==> config.mk <==
export PLATFORM = sky130hd
export DESIGN_NAME = pulse_window_command_gen_core
export DESIGN_NICKNAME = d
export VERILOG_FILES = /design/src/sv/pwcg_pkg.sv /design/src/sv/pwcg_cfg_regs.sv /design/src/sv/pwcg_in_stage.sv /design/src/sv/pwcg_ctrl.sv /design/src/sv/pulse_window_command_gen.sv
export SDC_FILE = /design/constraint.sdc
export NUM_CORES = 1
export LEC_CHECK = 0
export BUFFER_PORTS_ARGS = -buffer_cell sky130_fd_sc_hd__buf_4
export CELL_PAD_IN_SITES_DETAIL_PLACEMENT = 1
export CELL_PAD_IN_SITES_GLOBAL_PLACEMENT = 1
export CORE_MARGIN = 10
export CORE_UTILIZATION = 35
export CTS_CLUSTER_DIAMETER = 30
export CTS_CLUSTER_SIZE = 12
export DETAILED_ROUTE_END_ITERATION = 10
export PLACE_DENSITY_LB_ADDON = 0.1
export SLEW_MARGIN = 20
export SYNTH_ARGS = -nofsm -noshare
export SYNTH_HDL_FRONTEND = slang
export SYNTH_SLANG_ARGS = --single-unit
==> constraint.sdc <==
create_clock -name clk -period 8.45 [get_ports clk]
set_input_delay 0.4225 -clock clk [delete_from_list [all_inputs] [get_ports clk]]
set_output_delay 0.4225 -clock clk [all_outputs]
set_load 0.05 [all_outputs]
==> src/sv/pwcg_pkg.sv <==
// Package for the pulse window command generator.
// Holds the item structs, request, status and register codes, and time constants.
// No dependencies.
package pwcg_pkg;

	typedef enum logic [2:0] {
		REQ_TICK   = 3'd0,
		REQ_LOAD   = 3'd1,
		REQ_MANUAL = 3'd2,
		REQ_STOP   = 3'd3,
		REQ_STATE  = 3'd4
	} req_e;

	typedef enum logic [2:0] {
		STAT_OK            = 3'd0,
		STAT_UNKNOWN_GYRO  = 3'd1,
		STAT_LOAD_REFUSED  = 3'd2,
		STAT_MANUAL_MODE   = 3'd3,
		STAT_MANUAL_STATE  = 3'd4
	} status_e;

	typedef enum logic [2:0] {
		REG_POWER_DELAY = 3'd0,
		REG_START_EVENT = 3'd1,
		REG_STOP_EVENT  = 3'd2,
		REG_RUN_LENGTH  = 3'd3,
		REG_POWER_ON    = 3'd4,
		REG_POWER_OFF   = 3'd5,
		REG_OFFLINE     = 3'd6,
		REG_ONLINE_OFF  = 3'd7
	} cfg_reg_e;

	localparam int CFG_ADDR_W = 3;
	localparam int CFG_DATA_W = 32;

	// Pulse length scale factors in microseconds
	localparam logic [32:0] US_PER_MS  = 33'd1000;
	localparam logic [32:0] US_PER_S   = 33'd1000000;
	localparam logic [32:0] US_PER_MIN = 33'd60000000;

	localparam logic [7:0] TRIGGER_SET   = 8'd1;
	localparam logic [7:0] GYRO_FIRST    = 8'd0;
	localparam logic [7:0] GYRO_SECOND   = 8'd1;
	localparam logic [7:0] MODE_MANUAL   = 8'd1;

	typedef struct packed {
		logic [2:0]  req_type;
		logic [31:0] now_us;
		logic [7:0]  trigger;
		logic [7:0]  run_state;
		logic [9:0]  pulse_ms;
		logic [5:0]  pulse_s;
		logic [6:0]  pulse_min;
		logic [7:0]  gyrotron_pick;
		logic [7:0]  mode_pick;
	} in_item_t;

	typedef struct packed {
		logic [7:0] event_out;
		logic [7:0] command_out;
		logic [2:0] status;
	} out_item_t;

	typedef struct packed {
		logic [31:0] power_delay_us;
		logic [7:0]  start_event_code;
		logic [7:0]  stop_event_code;
		logic [31:0] run_length_us;
		logic [7:0]  power_on_code;
		logic [7:0]  power_off_code;
		logic [7:0]  offline_code;
		logic [7:0]  online_off_code;
	} cfg_t;

	// Item after the input register: pulse length already scaled
	typedef struct packed {
		logic [2:0]  req_type;
		logic [31:0] now_us;
		logic        triggered;
		logic [7:0]  run_state;
		logic [32:0] pulse_us;
		logic        gyro_first;
		logic        gyro_unknown;
		logic        mode_manual;
	} s1_item_t;

endpackage

==> src/sv/pwcg_cfg_regs.sv <==
// Configuration register bank of the pulse window command generator.
// Depends on pwcg_pkg.
module pwcg_cfg_regs import pwcg_pkg::*; (
	input  logic                  clk,
	input  logic                  arst_n,
	input  logic                  cfg_we,
	input  logic [CFG_ADDR_W-1:0] cfg_addr,
	input  logic [CFG_DATA_W-1:0] cfg_wdata,
	output cfg_t                  cfg
);

	cfg_t cfg_q;

	always_ff @(posedge clk or negedge arst_n) begin
		if (!arst_n) begin
			cfg_q <= '0;
		end else if (cfg_we) begin
			unique case (cfg_addr)
				REG_POWER_DELAY: cfg_q.power_delay_us   <= cfg_wdata;
				REG_START_EVENT: cfg_q.start_event_code <= cfg_wdata[7:0];
				REG_STOP_EVENT:  cfg_q.stop_event_code  <= cfg_wdata[7:0];
				REG_RUN_LENGTH:  cfg_q.run_length_us    <= cfg_wdata;
				REG_POWER_ON:    cfg_q.power_on_code    <= cfg_wdata[7:0];
				REG_POWER_OFF:   cfg_q.power_off_code   <= cfg_wdata[7:0];
				REG_OFFLINE:     cfg_q.offline_code     <= cfg_wdata[7:0];
				REG_ONLINE_OFF:  cfg_q.online_off_code  <= cfg_wdata[7:0];
				default: ;
			endcase
		end
	end

	assign cfg = cfg_q;

endmodule

==> src/sv/pwcg_in_stage.sv <==
// Input register stage: takes an item, decodes the picks and scales the pulse length.
// Depends on pwcg_pkg.
module pwcg_in_stage import pwcg_pkg::*; (
	input  logic     clk,
	input  logic     arst_n,
	input  logic     in_valid,
	output logic     in_ready,
	input  in_item_t in_item,
	input  logic     take,
	output logic     s1_valid,
	output s1_item_t s1_item
);

	logic     valid_s1;
	s1_item_t item_s1;
	s1_item_t item_d;

	always_comb begin
		item_d.req_type     = in_item.req_type;
		item_d.now_us       = in_item.now_us;
		item_d.triggered    = (in_item.trigger == TRIGGER_SET);
		item_d.run_state    = in_item.run_state;
		item_d.gyro_first   = (in_item.gyrotron_pick == GYRO_FIRST);
		item_d.gyro_unknown = (in_item.gyrotron_pick > GYRO_SECOND);
		item_d.mode_manual  = (in_item.mode_pick == MODE_MANUAL);
		// Constant multiplies only; the sum of the three terms fits 33 bits
		item_d.pulse_us = (33'(in_item.pulse_ms) + 33'd1) * US_PER_MS
			+ 33'(in_item.pulse_s) * US_PER_S
			+ 33'(in_item.pulse_min) * US_PER_MIN;
	end

	assign in_ready = !valid_s1 || take;

	always_ff @(posedge clk or negedge arst_n) begin
		if (!arst_n) begin
			valid_s1 <= 1'b0;
		end else if (in_ready) begin
			valid_s1 <= in_valid;
		end
	end

	always_ff @(posedge clk) begin
		if (in_valid && in_ready) begin
			item_s1 <= item_d;
		end
	end

	assign s1_valid = valid_s1;
	assign s1_item  = item_s1;

endmodule

==> src/sv/pwcg_ctrl.sv <==
// Request handling, window state and result register.
// Depends on pwcg_pkg.
module pwcg_ctrl import pwcg_pkg::*; (
	input  logic      clk,
	input  logic      arst_n,
	input  cfg_t      cfg,
	input  logic      s1_valid,
	input  s1_item_t  s1_item,
	output logic      take,
	output logic      out_valid,
	input  logic      out_ready,
	output out_item_t out_item
);

	logic        load_pending_q, load_pending_d;
	logic        manual_mode_q, manual_mode_d;
	logic        gyro_first_q, gyro_first_d;
	logic [33:0] total_q, total_d;
	logic [31:0] req_time_q, req_time_d;
	logic        disarmed_q, disarmed_d;
	logic [32:0] deadline_q, deadline_d;

	logic        out_valid_q;
	out_item_t   out_q, res_d;

	logic        have_rel;
	logic [31:0] rel;
	logic [32:0] deadline_now;
	logic        in_window;
	logic [7:0]  ev;

	assign take = s1_valid && (!out_valid_q || out_ready);

	always_comb begin
		load_pending_d = load_pending_q;
		manual_mode_d  = manual_mode_q;
		gyro_first_d   = gyro_first_q;
		total_d        = total_q;
		req_time_d     = req_time_q;
		disarmed_d     = disarmed_q;
		deadline_d     = deadline_q;
		res_d          = '0;

		have_rel = !disarmed_q && (s1_item.now_us > req_time_q);
		rel      = s1_item.now_us - req_time_q;

		// Latch the deadline on the first triggered tick
		deadline_now = deadline_q;
		if (s1_item.triggered && deadline_q == '0) begin
			deadline_now = {1'b0, s1_item.now_us} + {1'b0, cfg.run_length_us};
		end
		in_window = s1_item.triggered && ({1'b0, s1_item.now_us} < deadline_now);
		ev = in_window ? cfg.start_event_code : cfg.stop_event_code;

		unique case (s1_item.req_type)
			REQ_TICK: begin
				load_pending_d    = 1'b0;
				deadline_d        = deadline_now;
				res_d.event_out   = ev;
				res_d.command_out = cfg.power_off_code;
				// Equal start and stop codes open the power logic outside the window too
				if (ev == cfg.start_event_code) begin
					if (!gyro_first_q || (have_rel && rel > cfg.power_delay_us
							&& {2'b0, rel} <= total_q)) begin
						res_d.command_out = cfg.power_on_code;
					end
				end
				if (load_pending_q) begin
					if (s1_item.run_state == cfg.offline_code) begin
						manual_mode_d = s1_item.mode_manual;
						gyro_first_d  = s1_item.gyro_first;
						total_d       = {2'b0, cfg.power_delay_us} + {1'b0, s1_item.pulse_us};
						if (s1_item.gyro_unknown) begin
							res_d.status = STAT_UNKNOWN_GYRO;
						end
					end else begin
						res_d.status = STAT_LOAD_REFUSED;
					end
				end
			end
			REQ_LOAD: begin
				load_pending_d = 1'b1;
			end
			REQ_MANUAL: begin
				if (!manual_mode_q) begin
					res_d.status = STAT_MANUAL_MODE;
				end else if (s1_item.run_state != cfg.online_off_code) begin
					res_d.status = STAT_MANUAL_STATE;
				end else begin
					req_time_d = s1_item.now_us;
					disarmed_d = 1'b0;
				end
			end
			REQ_STOP: begin
				disarmed_d = 1'b1;
			end
			REQ_STATE: begin
				if (manual_mode_q) begin
					disarmed_d = 1'b1;
				end else begin
					req_time_d = '0;
					disarmed_d = 1'b0;
				end
				deadline_d = '0;
			end
			default: ;
		endcase
	end

	always_ff @(posedge clk or negedge arst_n) begin
		if (!arst_n) begin
			load_pending_q <= 1'b0;
			manual_mode_q  <= 1'b0;
			gyro_first_q   <= 1'b1;
			total_q        <= '0;
			req_time_q     <= '0;
			disarmed_q     <= 1'b0;
			deadline_q     <= '0;
			out_valid_q    <= 1'b0;
		end else begin
			if (take) begin
				load_pending_q <= load_pending_d;
				manual_mode_q  <= manual_mode_d;
				gyro_first_q   <= gyro_first_d;
				total_q        <= total_d;
				req_time_q     <= req_time_d;
				disarmed_q     <= disarmed_d;
				deadline_q     <= deadline_d;
				out_valid_q    <= 1'b1;
			end else if (out_ready) begin
				out_valid_q <= 1'b0;
			end
		end
	end

	always_ff @(posedge clk) begin
		if (take) begin
			out_q <= res_d;
		end
	end

	assign out_valid = out_valid_q;
	assign out_item  = out_q;

`ifndef SYNTH
	a_take_fills_out: assert property (@(posedge clk) disable iff (!arst_n)
		take |=> out_valid_q)
		else $error("result register not loaded after an item was taken");

	a_non_tick_zero: assert property (@(posedge clk) disable iff (!arst_n)
		(take && s1_item.req_type != REQ_TICK) |=>
			(out_q.event_out == '0 && out_q.command_out == '0))
		else $error("non-tick item produced event or command code");

	a_tick_clears_load: assert property (@(posedge clk) disable iff (!arst_n)
		(take && s1_item.req_type == REQ_TICK) |=> !load_pending_q)
		else $error("pending load survived a tick");

	a_deadline_latch_once: assert property (@(posedge clk) disable iff (!arst_n)
		(!$stable(deadline_q) && $past(deadline_q) != '0) |-> deadline_q == '0)
		else $error("latched deadline changed without being cleared");
`endif

endmodule

==> src/sv/pulse_window_command_gen.sv <==
// Top level of the pulse window command generator.
// Depends on pwcg_pkg, pwcg_cfg_regs, pwcg_in_stage and pwcg_ctrl.
//
// Each item gives exactly one result. It passes first through the input
// register, where the pulse length is scaled to microseconds, and then the
// result register, loaded by the request logic that also updates the window
// state. One item is taken per clock cycle as long as out_ready is high; a
// stalled result holds in the result register while the input register, if
// empty, still takes one more item. Configuration registers are written through
// cfg_we/cfg_addr/cfg_wdata and should only change while no item is in flight.
module pulse_window_command_gen_core import pwcg_pkg::*; (
	input  logic                  clk,
	input  logic                  arst_n,
	input  logic                  cfg_we,
	input  logic [CFG_ADDR_W-1:0] cfg_addr,
	input  logic [CFG_DATA_W-1:0] cfg_wdata,
	input  logic                  in_valid,
	output logic                  in_ready,
	input  in_item_t              in_item,
	output logic                  out_valid,
	input  logic                  out_ready,
	output out_item_t             out_item
);

	cfg_t     cfg;
	logic     s1_valid;
	s1_item_t s1_item;
	logic     take;

	pwcg_cfg_regs u_cfg_regs (
		.clk       (clk),
		.arst_n    (arst_n),
		.cfg_we    (cfg_we),
		.cfg_addr  (cfg_addr),
		.cfg_wdata (cfg_wdata),
		.cfg       (cfg)
	);

	pwcg_in_stage u_in_stage (
		.clk      (clk),
		.arst_n   (arst_n),
		.in_valid (in_valid),
		.in_ready (in_ready),
		.in_item  (in_item),
		.take     (take),
		.s1_valid (s1_valid),
		.s1_item  (s1_item)
	);

	pwcg_ctrl u_ctrl (
		.clk       (clk),
		.arst_n    (arst_n),
		.cfg       (cfg),
		.s1_valid  (s1_valid),
		.s1_item   (s1_item),
		.take      (take),
		.out_valid (out_valid),
		.out_ready (out_ready),
		.out_item  (out_item)
	);

endmodule
==> impl_metrics.csv <==
group,metric,value,unit
run_status,status,"finished, final reports clean",
logic_synthesis,syn_inst,2637,
cells_and_area,antenna-diode-count,0,
placed_design,dpl_worst_slack,0.4992,ns
floorplanning,die_area,83330,µm²
logic_synthesis,synth-seq-area-share,32.91,%
critical_path,critPathKind,"primary input to flip-flop",
cells_and_area,area_growth_syn_to_layout,21.38,%
critical_path,worstPathArrival,7.69,ns
detailed_routing,dr.pass1.iters,5,
pwr,p_total,0.01322,W
sta,tightest_slew,0.9479,ns
sta,rsz0062_at_grt,"false",
logic_synthesis,yosysUniqueCellTypes,83,
global_routing,use_met2,33.65,%
placed_design,io_buffers,150,
sta,slew_viol_final,0,
floorplanning,fp-row-count,98,
logic_synthesis,synth_simple_gate_area_share,12.23,%
clock_network,htree_levels,3,
global_routing,grt_start_max_net_pins,99,
global_routing,use_met1,22.29,%
detailed_routing,drcViolationCount,0,
detailed_routing,wl,77.31,mm
logic_synthesis,synth_top_family_by_area,"adder cells",
detailed_routing,num_vias,20230,
pwr,leakage,14.17,nW
logic_synthesis,yosys.area.top_type,"dfrtp_1",
logic_synthesis,synth_area,25260,µm²
sta,skew,0.01650,ns
clock_network,cts_tree,"done",
logic_synthesis,synth_xor_area_share,6.552,%
detailed_routing,drt.antenna.violating_nets,0,
floorplanning,die_h,288.7,µm
logic_synthesis,synth_nets,3193,
pwr,power.net_switching,0.005720,W
clock_network,clockBufferDepth,3,
logic_synthesis,synth_fa_ha_area_share,23.33,%
sta,setup_tns,0,ns
sta,worst_slack,1.083,ns
sta,period_minus_slack,7.367,ns
critical_path,end_kind,"flip-flop",
sta,clock.fmax,135.7,MHz
logic_synthesis,synth_compound_area_share,15.23,%
sta,setup_violations,0,
placed_design,place_area,27550,µm²
logic_synthesis,postSynthAreaPerCell,9.581,µm²
cells_and_area,seq_area,8314,µm²
placed_design,dp.cells,3701,
hold_path,hold_class,"primary input to flip-flop",
global_routing,use_met3,2.216,%
global_routing,grt_pass1_wl,122.8,mm
detailed_routing,drt-initial-drc-count,765,
floorplanning,pin_count,151,
global_routing,antenna_found_initial,0,
cells_and_area,fillers,7997,
logic_synthesis,async_flop_share,69.33,%
clock_network,post_cts_buffers,0,
flow_run,maxCapViolCount,0,
critical_path,critical-path-max-stage-delay,0.55,ns
sta,finalHoldViolCount,0,
sta,maxSlewHeadroom,36.81,%
cells_and_area,final_nets,3431,
pwr,switching_share,43.26,%
pwr,pwr-share-seq,18.1,%
floorplanning,start_util,35.34,%
global_routing,first_global_vias,22360,
pwr,p_int,0.007504,W
clock_network,clockRootBuffer,"clkbuf_16",
cells_and_area,fin_cells,3884,
clock_network,clk_pin_slew_worst_paths,0.04,ns
global_routing,grt.busiest_layer,"met2",
logic_synthesis,synth_edf_count,96,
pwr,powerDensity,431.2,nW/µm²
logic_synthesis,synth_top_area_share,21.39,%
floorplanning,die_x,288.7,µm
pwr,peakVddDrop,0.4613,mV
critical_path,worstPathMaxFanout,5,
critical_path,cp-start-kind,"primary input",
logic_synthesis,synth_warnings,0,
pwr,p_comb_share,59.0,%
logic_synthesis,ys.flop_type,"dfrtp_1",
detailed_routing,viasPerCell,5.210,
pwr,power_frac_clock,22.9,%
logic_synthesis,synth.area.mux_share,4.675,%
clock_network,clock_sinks,313,
critical_path,slowest_stage,"fa_1",
cells_and_area,multiInputGateArea,15720,µm²
global_routing,grt_usage,18.61,%
global_routing,grt-ovfl-total,0,
placed_design,gp_congestion,0.8572,
logic_synthesis,synthTopCellsByArea,"dfrtp_1, ha_1, edfxtp_1",
clock_network,cts_inserted_buffers,78,
critical_path,cp.required,8.77,ns
cells_and_area,stdcell_area,30670,µm²
detailed_routing,routedWlPerCell,19.90,µm
floorplanning,core_area,71490,µm²
cells_and_area,layout-drive-gt1-share,13.74,%
logic_synthesis,ys_ff_latch,313,
placed_design,dp_hpwl,61.42,mm
sta,post-route-period-util,87.18,%
clock_network,worstSkewPairLatency,0.60,ns
## cell usage in the layout, fill, tap and decap left out, drive strengths merged, types with 75 or more instances in the layout
cell type,instances
a21oi,166
buf,167
nor2,103
inv,289
dfrtp,216
fa,75
edfxtp,96
o21ai,195
nand2,266
ha,351
xnor2,127
mux2,88
clkbuf,97
## critical path, delay by kind of cell
kind	cells	cell delay, ns
adder cells (fa/ha/maj)	8	3.19
AO/OA/AOI/OAI	11	1.89
AND/OR/NAND/NOR	5	1.04
XOR/XNOR	2	0.69
buffers and inverters	4	0.41
## per-layer routing
layer	up-vias	routed length [µm]
li1	9823	-
met1	10040	33640
met2	249	39450
met3	118	1869
met4	0	2339
met5	-	0
## flip-flops by register name, indices dropped and copies added (netlist names)
signal and count:
u_ctrl.gyro_first_q 1, u_ctrl.load_pending_q 1, u_cfg_regs.cfg 112, u_ctrl.deadline_q 33, u_ctrl.total_q 34, u_ctrl.req_time_q 32
u_in_stage.s1_valid 1, u_ctrl.out_item 19, u_ctrl.out_valid 1, u_ctrl.manual_mode_q 1, u_in_stage.s1_item 77, u_ctrl.disarmed_q 1
## cell families after synthesis
group	count (synthesis)
AOI/OAI and AO/OA	614
xor gates and xnor gates	189
adders and majority gates	426
buffers and inverters	339
DFF	313
muxes	107
and+or+nand+nor	649
## area by class of cell
type / instances / share of cell area, %
multi-input cells: 1985 / 51.27
flip-flops and latches: 313 / 27.11
clock buffers: 97 / 6.997
repair buffers: 211 / 5.549
well taps: 950 / 3.876
inverters: 286 / 3.501
clock inverters: 42 / 1.689
## power groups by stage
stage	clock, W	combinational (W)	sequential [W]
3_3_place_gp	0	0.00765	0.00241
4_1_cts	0.00309	0.00791	0.00241
5_1_grt	0.00317	0.00886	0.00243
6_report	0.00303	0.00780	0.00240
3_5_place_dp	0	0.00782	0.00242
2_1_floorplan	0	0.00578	0.00232
## final timing paths
path,start,endpoint,slack (ns),cells after the start
worst max register to register,u_in_stage.s1_item[45],u_ctrl.out_item[7],1.42,23
worst min-delay path,in_valid,u_in_stage.s1_valid,0.03,2
worst min register to register,u_ctrl.total_q[9],u_ctrl.total_q[9],0.47,2
max in group asynchronous,arst_n,u_ctrl.total_q[17],6.48,3
worst max-delay path,in_item[29],u_in_stage.s1_item[35],1.08,30
min in group asynchronous,arst_n,u_ctrl.out_valid,0.45,2
## timing repair
action,in CTS,in global routing
hold buffers,44,0
resized for setup,0,0
hold endpoints to repair,138,0
## synthesized netlist by cell type (15+ instances only)
library cell  instances
a211oi_1             15
a21o_1               73
a21oi_1             165
a31oi_1              21
clkbuf_1             48
dfrtp_1             216
edfxtp_1             96
fa_1                 75
ha_1                351
inv_1               286
mux2_2               88
mux2i_1              19
nand2_1             266
nand2b_1             26
nand3_1              49
nand4_1              31
nor2_1              103
nor2b_1              31
nor3_1               47
nor4_1               24
o21a_1               26
o21ai_0             150
o21ai_1              43
o21bai_1             19
xnor2_1             127
xor2_1               62
## stage by stage
stage               hold WS, ns  util [%]
detailed placement       0.4723     38.53
global route            0.02274     42.90
finish                  0.03371     42.90
floorplan                0.1269         -
global placement         0.4602     38.53
CTS                    0.001730     42.87
Power figures use the tool's default switching activity.
